### src/design/etu_pkg.sv
`default_nettype none
// ----------------------------------------------------------------------------
// etu_pkg
// Shared widths, operand codes and control/status bundles for the totient unit.
// ----------------------------------------------------------------------------
package etu_pkg;

    localparam int NUMBER_BITS = 32;
    localparam int D_BITS      = NUMBER_BITS / 2 + 1;
    localparam int CNT_BITS    = $clog2(NUMBER_BITS + 1);

    localparam logic [D_BITS-1:0] FIRST_ODD_DIVISOR = D_BITS'(3);

    typedef logic [NUMBER_BITS-1:0] num_t;

    typedef enum logic [1:0] {
        DIV_REST_BY_D = 2'd0,
        DIV_R_BY_D    = 2'd1,
        DIV_R_BY_REST = 2'd2
    } div_sel_t;

    typedef struct packed {
        logic     load;
        logic     halve_r;
        logic     shift_rest;
        logic     div_start;
        div_sel_t div_sel;
        logic     r_sub_q;
        logic     rest_take_q;
        logic     d_step;
        logic     out_load;
    } dp_cmd_t;

    typedef struct packed {
        logic rest_zero;
        logic rest_even;
        logic rest_gt1;
        logic div_busy;
        logic div_done;
        logic q_ge_d;
        logic rem_zero;
    } dp_sts_t;

endpackage
`default_nettype wire

### src/design/euler_totient_unit.sv
`default_nettype none
// ----------------------------------------------------------------------------
// euler_totient_unit
// Euler's totient of a 32-bit unsigned number by trial division.
// ----------------------------------------------------------------------------
// One request at a time: s_ready is high only while the unit is idle, and a
// finished result waits in the output register while the next request is
// taken. Run time is set mostly by the one-bit-per-cycle divider, shared by
// all the divisions: each division holds the sequencer in a start state and
// then a wait state until the quotient is ready. An odd trial divisor d costs
// one division for the test d <= rest/d, plus two more per distinct prime
// found and one per extra power stripped. Factors of two are stripped by
// shifting the cofactor, without the divider. Input 0 skips the search and
// goes straight to the output.
// Input 0 gives 0 and input 1 gives 1.
// ----------------------------------------------------------------------------
module euler_totient_unit (
    input  wire logic          aclk,
    input  wire logic          aresetn,
    input  wire logic          s_valid,
    output logic               s_ready,
    input  wire etu_pkg::num_t s_number_in,
    output logic               m_valid,
    input  wire logic          m_ready,
    output etu_pkg::num_t      m_totient_out
);
    import etu_pkg::*;

    dp_cmd_t cmd;
    dp_sts_t sts;

    etu_ctrl u_ctrl (
        .aclk    (aclk),
        .aresetn (aresetn),
        .s_valid (s_valid),
        .s_ready (s_ready),
        .m_valid (m_valid),
        .m_ready (m_ready),
        .sts     (sts),
        .cmd     (cmd)
    );

    etu_datapath u_dp (
        .aclk        (aclk),
        .aresetn     (aresetn),
        .number_in   (s_number_in),
        .cmd         (cmd),
        .sts         (sts),
        .totient_out (m_totient_out)
    );

    a_one_request_at_a_time: assert property (
        @(posedge aclk) disable iff (!aresetn)
        (s_valid && s_ready) |=> !s_ready
    ) else $error("request accepted while previous one in flight");

    a_no_restart_while_busy: assert property (
        @(posedge aclk) disable iff (!aresetn)
        cmd.div_start |-> !sts.div_busy
    ) else $error("divider restarted mid-division");

    a_done_is_pulse: assert property (
        @(posedge aclk) disable iff (!aresetn)
        sts.div_done |=> !sts.div_done
    ) else $error("divider done held longer than one cycle");

    a_no_overwrite: assert property (
        @(posedge aclk) disable iff (!aresetn)
        (cmd.out_load && m_valid) |-> m_ready
    ) else $error("result register overwritten before it was taken");

endmodule
`default_nettype wire

### src/design/etu_divider.sv
`default_nettype none
// ----------------------------------------------------------------------------
// etu_divider
// Restoring unsigned divider, one quotient bit per cycle.
// ----------------------------------------------------------------------------
module etu_divider (
    input  wire logic          aclk,
    input  wire logic          aresetn,
    input  wire logic          start,
    input  wire etu_pkg::num_t dividend,
    input  wire etu_pkg::num_t divisor,
    output logic               busy,
    output logic               done,
    output etu_pkg::num_t      quotient,
    output etu_pkg::num_t      remainder
);
    import etu_pkg::*;

    num_t                q_reg, q_next;
    num_t                rem_reg, rem_next;
    num_t                dvs_reg, dvs_next;
    logic [CNT_BITS-1:0] cnt_reg, cnt_next;
    logic                busy_reg, busy_next;
    logic                done_reg, done_next;
    logic [NUMBER_BITS:0] trial;
    logic [NUMBER_BITS:0] diff;

    always_comb begin
        trial     = {rem_reg, q_reg[NUMBER_BITS-1]};
        diff      = trial - {1'b0, dvs_reg};
        q_next    = q_reg;
        rem_next  = rem_reg;
        dvs_next  = dvs_reg;
        cnt_next  = cnt_reg;
        busy_next = busy_reg;
        done_next = 1'b0;
        if (start) begin
            q_next    = dividend;
            rem_next  = '0;
            dvs_next  = divisor;
            cnt_next  = CNT_BITS'(NUMBER_BITS);
            busy_next = 1'b1;
        end else if (busy_reg) begin
            if (diff[NUMBER_BITS] == 1'b0) begin
                rem_next = diff[NUMBER_BITS-1:0];
                q_next   = {q_reg[NUMBER_BITS-2:0], 1'b1};
            end else begin
                rem_next = trial[NUMBER_BITS-1:0];
                q_next   = {q_reg[NUMBER_BITS-2:0], 1'b0};
            end
            cnt_next = cnt_reg - CNT_BITS'(1);
            if (cnt_reg == CNT_BITS'(1)) begin
                busy_next = 1'b0;
                done_next = 1'b1;
            end
        end
    end

    always_ff @(posedge aclk) begin
        if (!aresetn) begin
            busy_reg <= 1'b0;
            done_reg <= 1'b0;
            cnt_reg  <= '0;
        end else begin
            busy_reg <= busy_next;
            done_reg <= done_next;
            cnt_reg  <= cnt_next;
        end
        q_reg   <= q_next;
        rem_reg <= rem_next;
        dvs_reg <= dvs_next;
    end

    assign busy      = busy_reg;
    assign done      = done_reg;
    assign quotient  = q_reg;
    assign remainder = rem_reg;

endmodule
`default_nettype wire

### src/design/etu_datapath.sv
`default_nettype none
// ----------------------------------------------------------------------------
// etu_datapath
// Running result, cofactor, trial divisor, shared divider and output register.
// ----------------------------------------------------------------------------
module etu_datapath (
    input  wire logic             aclk,
    input  wire logic             aresetn,
    input  wire etu_pkg::num_t    number_in,
    input  wire etu_pkg::dp_cmd_t cmd,
    output etu_pkg::dp_sts_t      sts,
    output etu_pkg::num_t         totient_out
);
    import etu_pkg::*;

    num_t              r_reg, r_next;
    num_t              rest_reg, rest_next;
    logic [D_BITS-1:0] d_reg, d_next;
    num_t              out_reg, out_next;
    num_t              div_a;
    num_t              div_b;
    num_t              quo;
    num_t              rem;
    logic              div_busy;
    logic              div_done;

    always_comb begin
        unique case (cmd.div_sel)
            DIV_REST_BY_D: begin
                div_a = rest_reg;
                div_b = NUMBER_BITS'(d_reg);
            end
            DIV_R_BY_D: begin
                div_a = r_reg;
                div_b = NUMBER_BITS'(d_reg);
            end
            DIV_R_BY_REST: begin
                div_a = r_reg;
                div_b = rest_reg;
            end
            default: begin
                div_a = rest_reg;
                div_b = NUMBER_BITS'(d_reg);
            end
        endcase
    end

    etu_divider u_div (
        .aclk      (aclk),
        .aresetn   (aresetn),
        .start     (cmd.div_start),
        .dividend  (div_a),
        .divisor   (div_b),
        .busy      (div_busy),
        .done      (div_done),
        .quotient  (quo),
        .remainder (rem)
    );

    always_comb begin
        r_next    = r_reg;
        rest_next = rest_reg;
        d_next    = d_reg;
        out_next  = out_reg;
        if (cmd.load) begin
            r_next    = number_in;
            rest_next = number_in;
            d_next    = FIRST_ODD_DIVISOR;
        end
        if (cmd.halve_r) begin
            r_next = r_reg - (r_reg >> 1);
        end
        if (cmd.r_sub_q) begin
            r_next = r_reg - quo;
        end
        if (cmd.shift_rest) begin
            rest_next = rest_reg >> 1;
        end
        if (cmd.rest_take_q) begin
            rest_next = quo;
        end
        if (cmd.d_step) begin
            d_next = d_reg + D_BITS'(2);
        end
        if (cmd.out_load) begin
            out_next = r_reg;
        end
    end

    always_ff @(posedge aclk) begin
        r_reg    <= r_next;
        rest_reg <= rest_next;
        d_reg    <= d_next;
        out_reg  <= out_next;
    end

    always_comb begin
        sts.rest_zero = (rest_reg == '0);
        sts.rest_even = ~rest_reg[0];
        sts.rest_gt1  = (rest_reg > NUMBER_BITS'(1));
        sts.div_busy  = div_busy;
        sts.div_done  = div_done;
        sts.q_ge_d    = (quo >= NUMBER_BITS'(d_reg));
        sts.rem_zero  = (rem == '0);
    end

    assign totient_out = out_reg;

endmodule
`default_nettype wire

### src/design/etu_ctrl.sv
`default_nettype none
// ----------------------------------------------------------------------------
// etu_ctrl
// Sequencer for trial division: factor two, odd divisors, last cofactor.
// ----------------------------------------------------------------------------
module etu_ctrl (
    input  wire logic             aclk,
    input  wire logic             aresetn,
    input  wire logic             s_valid,
    output logic                  s_ready,
    output logic                  m_valid,
    input  wire logic             m_ready,
    input  wire etu_pkg::dp_sts_t sts,
    output etu_pkg::dp_cmd_t      cmd
);
    import etu_pkg::*;

    typedef enum logic [3:0] {
        S_IDLE,
        S_CHECK,
        S_STRIP2,
        S_TOP,
        S_WAIT_TOP,
        S_DIV_R,
        S_WAIT_R,
        S_STRIP,
        S_WAIT_STRIP,
        S_FINAL,
        S_WAIT_FINAL,
        S_OUT
    } state_t;

    state_t state_reg, state_next;
    logic   m_valid_reg, m_valid_next;

    always_comb begin
        state_next   = state_reg;
        m_valid_next = m_valid_reg & ~m_ready;
        cmd          = '0;
        cmd.div_sel  = DIV_REST_BY_D;
        s_ready      = 1'b0;
        unique case (state_reg)
            S_IDLE: begin
                s_ready = 1'b1;
                if (s_valid) begin
                    cmd.load   = 1'b1;
                    state_next = S_CHECK;
                end
            end
            S_CHECK: begin
                if (sts.rest_zero) begin
                    state_next = S_OUT;
                end else if (sts.rest_even) begin
                    cmd.halve_r = 1'b1;
                    state_next  = S_STRIP2;
                end else begin
                    state_next = S_TOP;
                end
            end
            S_STRIP2: begin
                if (sts.rest_even) begin
                    cmd.shift_rest = 1'b1;
                end else begin
                    state_next = S_TOP;
                end
            end
            S_TOP: begin
                cmd.div_start = 1'b1;
                cmd.div_sel   = DIV_REST_BY_D;
                state_next    = S_WAIT_TOP;
            end
            S_WAIT_TOP: begin
                if (sts.div_done) begin
                    if (!sts.q_ge_d) begin
                        state_next = S_FINAL;
                    end else if (sts.rem_zero) begin
                        cmd.rest_take_q = 1'b1;
                        state_next      = S_DIV_R;
                    end else begin
                        cmd.d_step = 1'b1;
                        state_next = S_TOP;
                    end
                end
            end
            S_DIV_R: begin
                cmd.div_start = 1'b1;
                cmd.div_sel   = DIV_R_BY_D;
                state_next    = S_WAIT_R;
            end
            S_WAIT_R: begin
                if (sts.div_done) begin
                    cmd.r_sub_q = 1'b1;
                    state_next  = S_STRIP;
                end
            end
            S_STRIP: begin
                cmd.div_start = 1'b1;
                cmd.div_sel   = DIV_REST_BY_D;
                state_next    = S_WAIT_STRIP;
            end
            S_WAIT_STRIP: begin
                if (sts.div_done) begin
                    if (sts.rem_zero) begin
                        cmd.rest_take_q = 1'b1;
                        state_next      = S_STRIP;
                    end else begin
                        cmd.d_step = 1'b1;
                        state_next = S_TOP;
                    end
                end
            end
            S_FINAL: begin
                if (sts.rest_gt1) begin
                    cmd.div_start = 1'b1;
                    cmd.div_sel   = DIV_R_BY_REST;
                    state_next    = S_WAIT_FINAL;
                end else begin
                    state_next = S_OUT;
                end
            end
            S_WAIT_FINAL: begin
                if (sts.div_done) begin
                    cmd.r_sub_q = 1'b1;
                    state_next  = S_OUT;
                end
            end
            S_OUT: begin
                if (!m_valid_reg || m_ready) begin
                    cmd.out_load = 1'b1;
                    m_valid_next = 1'b1;
                    state_next   = S_IDLE;
                end
            end
            default: begin
                state_next = S_IDLE;
            end
        endcase
    end

    always_ff @(posedge aclk) begin
        if (!aresetn) begin
            state_reg   <= S_IDLE;
            m_valid_reg <= 1'b0;
        end else begin
            state_reg   <= state_next;
            m_valid_reg <= m_valid_next;
        end
    end

    assign m_valid = m_valid_reg;

endmodule
`default_nettype wire
### config.mk
export PLATFORM = sky130hd
export DESIGN_NAME = euler_totient_unit
export DESIGN_NICKNAME = d
export VERILOG_FILES = /design/src/design/etu_pkg.sv /design/src/design/euler_totient_unit.sv /design/src/design/etu_divider.sv /design/src/design/etu_datapath.sv /design/src/design/etu_ctrl.sv
export SDC_FILE = /design/constraint.sdc
export NUM_CORES = 1
export LEC_CHECK = 0
export BUFFER_PORTS_ARGS = -buffer_cell sky130_fd_sc_hd__buf_2
export CORE_AREA = 2 2 174 176
export DETAILED_ROUTE_END_ITERATION = 16
export DIE_AREA = 0 0 176 178
export PLACE_DENSITY = 0.78
export SETUP_SLACK_MARGIN = 0.4
export SLEW_MARGIN = 10
export SYNTH_ARGS = -nofsm -noshare
export SYNTH_HDL_FRONTEND = slang
export SYNTH_SLANG_ARGS = --single-unit
### constraint.sdc
create_clock -name aclk -period 5.2 [get_ports aclk]
set_input_delay 0.26 -clock aclk [delete_from_list [all_inputs] [get_ports aclk]]
set_output_delay 0.26 -clock aclk [all_outputs]
set_load 0.005 [all_outputs]
==> results of run 1 <==
layer usage:
layer	vias up	share of wire, %	track usage (%)
met5	-	0	0
met1	6310	44	35.0
met2	544	46	43.2
li1	6473	-	-
met3	66	7.3	3.01
met4	0	2.5	7.47
through the flow:
step / total power [mW] / std cells / worst slack (ns) / utilization [%]
after floorplan: 5.40 / 1755 / 1.51 / -
after global placement: 6.16 / 2153 / 1.40 / 55.9
after detailed placement: 6.28 / 2153 / 1.29 / 55.9
after CTS: 8.22 / 2201 / 1.27 / 59.0
after global routing: 8.80 / 2201 / 1.05 / 59.0
final: 8.26 / 2201 / 1.27 / 59.0
worst max-delay path by stage:
stage                            startpoint                  endpoint  slack (ns)  cells after the start
floorplan            u_dp.u_div.quotient[1]          u_dp.rest_reg[0]        1.51                     11
global placement     u_dp.u_div.quotient[0]            u_dp.r_reg[30]        1.40                     11
detailed placement  u_dp.u_div.quotient[31]  u_dp.u_div.remainder[22]        1.29                     12
CTS                 u_dp.u_div.quotient[31]  u_dp.u_div.remainder[22]        1.27                     12
global route         u_dp.u_div.quotient[0]            u_dp.r_reg[30]        1.05                     11
finish               u_dp.u_div.quotient[0]            u_dp.r_reg[30]        1.27                     11
layout make-up:
cell class                      instances  area [sq um]  share of cell area [%]
Timing Repair Buffer                   82           443                    2.55
Clock inverter                         17           173                   0.995
Clock buffer                           31           732                    4.22
Sequential cell                       221          6190                    35.7
Inverter                              145           544                    3.14
Multi-Input combinational cell       1315          8780                    50.6
Tap cell                              390           488                    2.81
cell usage in the layout, fill, tap and decap left out, types with 46 or more instances in the layout:
master	n
edfxtp_1	176
nand2_1	164
o21ai_0	158
inv_1	145
a21oi_1	129
nor2_1	125
ha_1	113
buf_2	69
mux2i_1	68
xnor2_1	53
a21o_1	46
critical path: cells and delay by family (launching register included):
kind / cells / cell delay [ns]
compound gates: 7 / 2.25
xor+xnor: 1 / 0.13
fa+ha+maj: 2 / 0.69
flops: 1 / 0.44
simple gates: 1 / 0.17
power by group:
group | internal (mW) | leakage [nW] | total [mW] | switching, mW
logic | 1.51 | 4.87 | 3.72 | 2.22
registers | 2.26 | 2.03 | 2.62 | 0.358
clock network | 1.16 | 0.454 | 1.92 | 0.759
total | 4.93 | 7.35 | 8.26 | 3.33
kinds of logic after synthesis:
group,share of synthesized area [%]
AO/OA/AOI/OAI,21.2
buffers and inverters,5.26
AND/OR/NAND/NOR,15.4
XOR/XNOR,4.67
adder cells (fa/ha/maj),9.44
multiplexers,4.75
flip-flops,39.3
==> impl_metrics.toml, run 1 <==
[cts]
clockRootBuffer = "clkbuf_16"
cts_buffers = 26
clkLatencyLatePin_ns = 0.53
post_cts_buffers = 0
post_cts_resized = 0
cts_max_level = 1
clockBufferDepth = 3
clk_pin_slew_ns = 0.06
cts_tree = "built"
cts_hold_buf = 0
clock_sinks = 221

[timing]
post-route-min-period_ns = 3.93
setup-tns-final_ns = 0
holdWs_ns = 0.0513
finalMaxSlewViolations = 0
max_freq_mhz = 255
tightest_slew_ns = 1.01
setup_viol = 0
finalCritPeriodShare_pct = 75.5
slew_headroom_pct = 32.8
skew_ns = 0.0124
rsz0062_at_grt = "false"
hold_violations = 0

[synthesis]
yosys_warnings = 0
synthArstFlopShare_pct = 0
netlist.area_leader.share_pct = 33.6
synthCells = 1755
ys_seq_area_share_pct = 39.3
synth_area_leaders = "edfxtp_1, ha_1, dfxtp_1"
synth.most_common_cell = "edfxtp_1"
synth_cell_types = 73
ys_seq_elements = 221
ys.flop_type = "edfxtp_1"
yosysTopAreaCell = "edfxtp_1"
synth.net_count = 1908
synth_area_sq_um = 15700
synth_edf_count = 176
syn_area_per_cell_sq_um = 8.97
netlist_top_cells_count = "edfxtp_1, nand2_1, o21ai_0, inv_1, a21oi_1"

[global_routing]
grt_max_degree = 102
gr-total-overflow = 0
first_global_vias = 12790
grt_pass1_wl_mm = 65.4
antenna_found_initial = 0
grt_usage_pct = 25.7

[worst_hold_path]
hp-start = "aresetn"
hold_depth = 2
hold_class = "input port to register"
holdPathEnd = "u_ctrl.state_reg[2]"

[cells_and_area]
n_antenna_cell = 0
syn_to_final_growth_pct = 10.1
drive_gt1_share_pct = 8.89
nFillCells = 2480
design_area_sq_um = 17300
finalNetCount = 1944

[placement]
port_buffers = 69
postPlaceCellArea_sq_um = 16400
dp.final_hpwl_mm = 29.6
gp_congestion = 0.955

[floorplanning]
initial_utilization_pct = 53.6
die_y_um = 178
coreArea_sq_um = 29400
die_x_um = 176
num_rows = 63
dieArea_sq_um = 31300
boundaryPins = 70

[route]
drtPass1Iterations = 6
ant_nets = 0
vias = 13393
drc_errors = 0
first_iter_violations = 1191
routedWlPerCell_um = 18.4
drt_wl_total_mm = 40.6
vias_per_cell = 6.08

[power_and_ir_drop]
peakVddDrop_uv = 250
p_leak_nw = 7.35
powerDensity_nw_per_um2 = 476

[critical_path]
critPathCaptureType = "register"
critPathSlowestCell = "a2111oi_0"
r2r_start = "u_dp.u_div.quotient[0]"
reg2reg_depth = 11
path_max_fanout = 5
r2r_end = "u_dp.r_reg[30]"
path_common_cell = "a21oi_1"
crit_path_cell_trace = "ha_1, fa_1, nor2b_1, o31ai_1, a2111oi_0, a21oi_1, a31o_2, o21ai_0, a21oi_1, xnor2_1, a221o_1"
cp_slowest_stage_delay_ns = 0.80
cp-start-kind = "register"
required_ns = 5.49
cp.arrival_ns = 4.22
r2r_slack_ns = 1.27
critical_path_class = "register to register"

[outcome]
outcome = "complete, no violations"

[job]
max_cap_viol_count = 0
(Power assumes the default switching activity.)
==> inputs of run 2 (changes only) <==
Clock period 5.2 ns to 3.9 ns, I/O delays scaled along.
==> run 2 against run 1 <==
  * Via count up 1.9%
  * Maximum frequency up 15%
  * First-iteration DRC count up 12%
  * Clock skew down 0.0034 ns
  * Global-route usage up 0.063 points
  * Total power up 32%
  * Non-clock buffer count up 22
  * Combinational power up 41%
  * Worst setup slack worse by 0.78 ns
==> impl_metrics.toml, run 2 (synthesis gave the netlist of run 1 again) <==
[cells_and_area]
mostFrequentLayoutCells = "edfxtp_1, nand2_1, o21ai_0, inv_1, a21oi_1"
n_antenna_cell = 0
finalNonFillerCells = 2221
syn_to_final_growth_pct = 10.9
final_common_cell = "edfxtp_1"
finalNetCount = 1965
nFillCells = 2452
drive_gt1_share_pct = 10.2

[floorplanning]
initial_utilization_pct = 53.6
boundaryPins = 70
die_y_um = 178
num_rows = 63
die_x_um = 176
dieArea_sq_um = 31300
coreArea_sq_um = 29400

[cts]
clkLatencyLatePin_ns = 0.53
clock_sinks = 221
clk_pin_slew_ns = 0.06
clockRootBuffer = "clkbuf_16"
clockBufferDepth = 3
cts_buffers = 25
cts_max_level = 1
cts_tree = "built"

[placement]
placed_cells_incl_taps = 2167
port_buffers = 69
gp_congestion = 0.975
dp.final_hpwl_mm = 30.2

[timing]
post-route-min-period_ns = 3.41
finalMaxSlewViolations = 0
skew_ns = 0.00905
max_freq_mhz = 293
tightest_slew_ns = 1.01
setup-tns-final_ns = 0
finalCritPeriodShare_pct = 87.5
slew_headroom_pct = 32.8
rsz0062_at_grt = "true"
setup_viol = 0
hold_violations = 0

[route]
top_layer_used = "met4"
first_iter_violations = 1338
wl_met2_mm = 18.8
routedWlPerCell_um = 18.5
ant_nets = 0
drt_wl_total_mm = 41.0
wl_met1_mm = 17.8
vias_per_cell = 6.15
vias = 13653
drc_errors = 0
drtPass1Iterations = 5
wl_met3_mm = 3.28

[power_and_ir_drop]
clock_power_share_pct = 19.7
peakVddDrop_uv = 334
swShare_pct = 41.4
power_frac_seq_pct = 32.1
p_int_mw = 6.38
switchingPower_mw = 4.50
powerDensity_nw_per_um2 = 622
p_leak_nw = 7.39
combPwrFrac_pct = 48.2

[critical_path]
cp.arrival_ns = 3.88
critPathSlowestCell = "or4_1"
cp-start-kind = "register"
critical_path_class = "register to register"
crit_path_cell_trace = "inv_2, ha_4, fa_2, nor2b_2, o31a_1, o21a_1, o21ai_2, a2111oi_4, buf_4, buf_4, o2111a_2, a211o_4, buf_4, or4_1, nand3_1"
critPathCaptureType = "register"
path_common_cell = "buf_4"
required_ns = 4.37
path_max_fanout = 7
cp_slowest_stage_delay_ns = 0.41

[worst_hold_path]
hold_class = "input port to register"

[global_routing]
grt_pass1_wl_mm = 65.5
grt_max_degree = 102
antenna_found_initial = 0
gr-total-overflow = 0
first_global_vias = 12785
grt_usage_pct = 25.7

[job]
max_cap_viol_count = 0

[outcome]
outcome = "complete, no violations"
[run 2: cell count changes in the layout (fill, tap and decap cells not counted), moves of 5 or more]
cell and change:
a2111oi_0 -5, buf_4 +17, clkbuf_1 +5, clkinv_1 +5, clkinv_2 -5
[run 2: path summary, 6_finish.rpt]
check | start | to | slack (ns) | cells past startpoint
max | u_dp.u_div.quotient[31] | u_dp.u_div.remainder[1] | 0.49 | 15
min | s_number_in[30] | u_dp.r_reg[30] | 0.02 | 2
max reg2reg | u_dp.u_div.quotient[31] | u_dp.u_div.remainder[1] | 0.49 | 15
min reg2reg | u_dp.r_reg[0] | u_dp.totient_out[0] | 0.50 | 0
[run 2: repair_timing]
item / in CTS / in global routing
gates resized for setup: 4 / 24
hold buffers: 1 / 0
pin swaps: 0 / 7
hold endpoints to repair: 6 / 0
setup endpoints to repair: 6 / 53
buffers inserted: 0 / 7
[run 2: routing by layer]
layer  global-route usage, %  vias up
met5                       0        -
met2                    41.7      633
met4                    8.54        0
met1                    36.0     6407
li1                        -     6523
met3                    3.05       90
[run 2: per-stage QoR]
step	worst slack, ns	util [%]	power, mW	area (sq um)	hold WS (ns)
4_1_cts	0.351	59.0	10.7	17300	0.000264
2_1_floorplan	0.582	-	7.20	15800	0.312
3_3_place_gp	0.370	56.4	8.33	16600	0.468
5_1_grt	0.308	59.4	11.6	17500	0.00932
6_report	0.489	59.4	10.9	17500	0.0199
3_5_place_dp	0.294	56.4	8.48	16600	0.482
[run 2: power groups by stage]
stage | clock [mW] | sequential, mW | combinational [mW]
2_1_floorplan | 0 | 3.33 | 3.88
3_3_place_gp | 0 | 3.50 | 4.82
3_5_place_dp | 0 | 3.51 | 4.96
4_1_cts | 2.17 | 3.47 | 5.03
5_1_grt | 2.25 | 3.54 | 5.77
6_report | 2.14 | 3.49 | 5.24
[run 2: critical path: cells and delay by family, from the launching register on]
| family | cells | cell delay, ns |
|---|---|---|
| buf+inv | 4 | 0.55 |
| flops | 1 | 0.40 |
| compound gates | 6 | 1.43 |
| fa+ha+maj | 2 | 0.37 |
| simple gates | 3 | 0.56 |
[run 2: layout make-up]
| cell class | instances | area (sq um) | area share (%) |
|---|---|---|---|
| Clock inverter | 15 | 83.8 | 0.480 |
| Inverter | 145 | 544 | 3.12 |
| Tap cell | 390 | 488 | 2.79 |
| Timing Repair Buffer | 104 | 648 | 3.71 |
| Clock buffer | 31 | 648 | 3.71 |
| Multi-Input combinational cell | 1315 | 8870 | 50.8 |
| Sequential cell | 221 | 6190 | 35.4 |
==> inputs of run 3 (changes only) <==
Settings changed: CORE_AREA 2 2 174 176 to 2 2 181 183, DIE_AREA 0 0 176 178 to 0 0 183 185, PLACE_DENSITY 0.78 to 0.73.
==> run 3 against run 2 <==
  * Non-clock buffer count is 1 higher
  * Clock skew is 0.0079 ns higher
  * Combinational power fell by 2%
==> impl_metrics.toml, run 3 (synthesis gave the netlist of run 1 again) <==
[outcome]
outcome = "complete, no violations"

[timing]
hold_violations = 0
finalMaxSlewViolations = 0
tightest_slew_ns = 1.00
finalWorstSetupSlack_ns = 0.493
rsz0062_at_grt = "true"
post-route-min-period_ns = 3.41
skew_ns = 0.0169
max_freq_mhz = 294
setup_viol = 0
setup-tns-final_ns = 0
slew_headroom_pct = 33.0
finalCritPeriodShare_pct = 87.4

[cells_and_area]
final_common_cell = "edfxtp_1"
drive_gt1_share_pct = 10.2
mostFrequentLayoutCells = "edfxtp_1, nand2_1, o21ai_0, inv_1, a21oi_1"
n_antenna_cell = 0
syn_to_final_growth_pct = 11.6
finalNetCount = 1966

[global_routing]
grt_pass1_wl_mm = 65.2
gr-total-overflow = 0
grt_max_degree = 102
grt_usage_pct = 23.7
antenna_found_initial = 0
first_global_vias = 12669

[placement]
dp.final_hpwl_mm = 30.3
gp_congestion = 0.966
port_buffers = 69
post-place-ws_ns = 0.367

[floorplanning]
die_x_um = 183
dieArea_sq_um = 33900
num_rows = 66
initial_utilization_pct = 49.2
coreArea_sq_um = 32000
die_y_um = 185
boundaryPins = 70

[route]
ant_nets = 0
drtPass1Iterations = 7
routedWlPerCell_um = 18.2
drc_errors = 0
drt_wl_total_mm = 40.8
vias_per_cell = 5.97
vias = 13376
first_iter_violations = 1342

[critical_path]
required_ns = 4.16
cp-start-kind = "register"
critPathCaptureType = "register"
reg2reg_depth = 12
critical_path_class = "register to register"
cp_slowest_stage_delay_ns = 0.49
crit_start = "u_dp.r_reg[2]"
path_max_fanout = 6
r2r_end = "u_dp.r_reg[29]"
r2r_slack_ns = 0.49
critPathSlowestCell = "edfxtp_1"
r2r_start = "u_dp.r_reg[2]"
cp.arrival_ns = 3.66
crit_path_cell_trace = "inv_1, ha_1, nor2b_1, o2111ai_1, a2111oi_2, nand2b_1, a21o_1, nor2_1, o2111a_1, a2111oi_0, buf_4, o22ai_1"

[cts]
clock_sinks = 221
clk_pin_slew_ns = 0.06
clockBufferDepth = 3
clockRootBuffer = "clkbuf_16"
clkLatencyLatePin_ns = 0.53
cts_tree = "built"
cts_buffers = 25
cts_max_level = 1

[worst_hold_path]
hold_class = "input port to register"
hold_depth = 3
hp-start = "s_number_in[21]"
holdPathEnd = "u_dp.r_reg[21]"

[power_and_ir_drop]
powerDensity_nw_per_um2 = 625
p_leak_nw = 7.43
peakVddDrop_uv = 361

[job]
max_cap_viol_count = 0
[run 3: cell types whose count changed in the layout (fill, tap and decap cells not counted), sizes merged]
cell         before  now
dlygate4sd3       1    3
clkinv           11    9
clkinvlp          2    3
inv             147  146
bufinv            0    3
clkbuf           32   29
[run 3: cell type report]
type	count	area, sq um
timing repair buffer	105	673
sequential	221	6190
clock inverter	16	168
fill	2778	14500
tap	408	510
clock buffer	29	641
inverter	145	544
multi-input combinational	1315	8860
[run 3: report_power, final]
group | switching, mW | internal, mW | total (mW) | leakage [nW]
registers | 0.465 | 3.02 | 3.48 | 2.03
logic | 3.00 | 2.15 | 5.15 | 5.01
clock network | 0.976 | 1.38 | 2.35 | 0.391
[run 3: through the flow]
stage | hold slack [ns] | utilization, % | cells | cell area (sq um) | power, mW
2_1_floorplan | 0.312 | - | 1755 | 15800 | 7.20
3_3_place_gp | 0.472 | 51.9 | 2187 | 16600 | 8.36
3_5_place_dp | 0.471 | 51.9 | 2187 | 16600 | 8.48
4_1_cts | 0.0142 | 54.6 | 2236 | 17500 | 10.9
5_1_grt | 0.0259 | 54.9 | 2239 | 17600 | 11.7
6_report | 0.0418 | 54.9 | 2239 | 17600 | 11.0
[run 3: routing by layer]
layer  part of all wire (%)  routed length [um]  global-route usage, %
met1                     45               18500                   32.9
met2                     46               18700                   38.9
met3                    6.0                2430                   2.67
met4                    2.8                1160                   7.20
met5                      0                   0                      0
[run 3: repair_timing]
action,in CTS,in global routing
endpoints found under the hold margin,7,0
buffers inserted,1,3
pin swaps,1,2
cloned,0,0
endpoints found under the setup margin,4,41
resized for setup,2,19
hold buffers,3,0
[run 3: worst max path at each step]
stage	endpoint	depth (start not counted)	slack [ns]
global route	u_dp.r_reg[29]	12	0.28
global placement	u_dp.u_div.remainder[5]	13	0.46
detailed placement	u_dp.u_div.remainder[5]	13	0.37
finish	u_dp.r_reg[29]	12	0.49
CTS	u_dp.u_div.remainder[5]	13	0.36
floorplan	u_dp.u_div.quotient[0]	9	0.58
[run 3: critical path: cells and delay by family (launching register included)]
family	cells	cell delay, ns
DFF	1	0.49
buffers and inverters	2	0.27
and+or+nand+nor	3	0.52
AOI/OAI and AO/OA	6	1.61
adders and majority gates	1	0.27
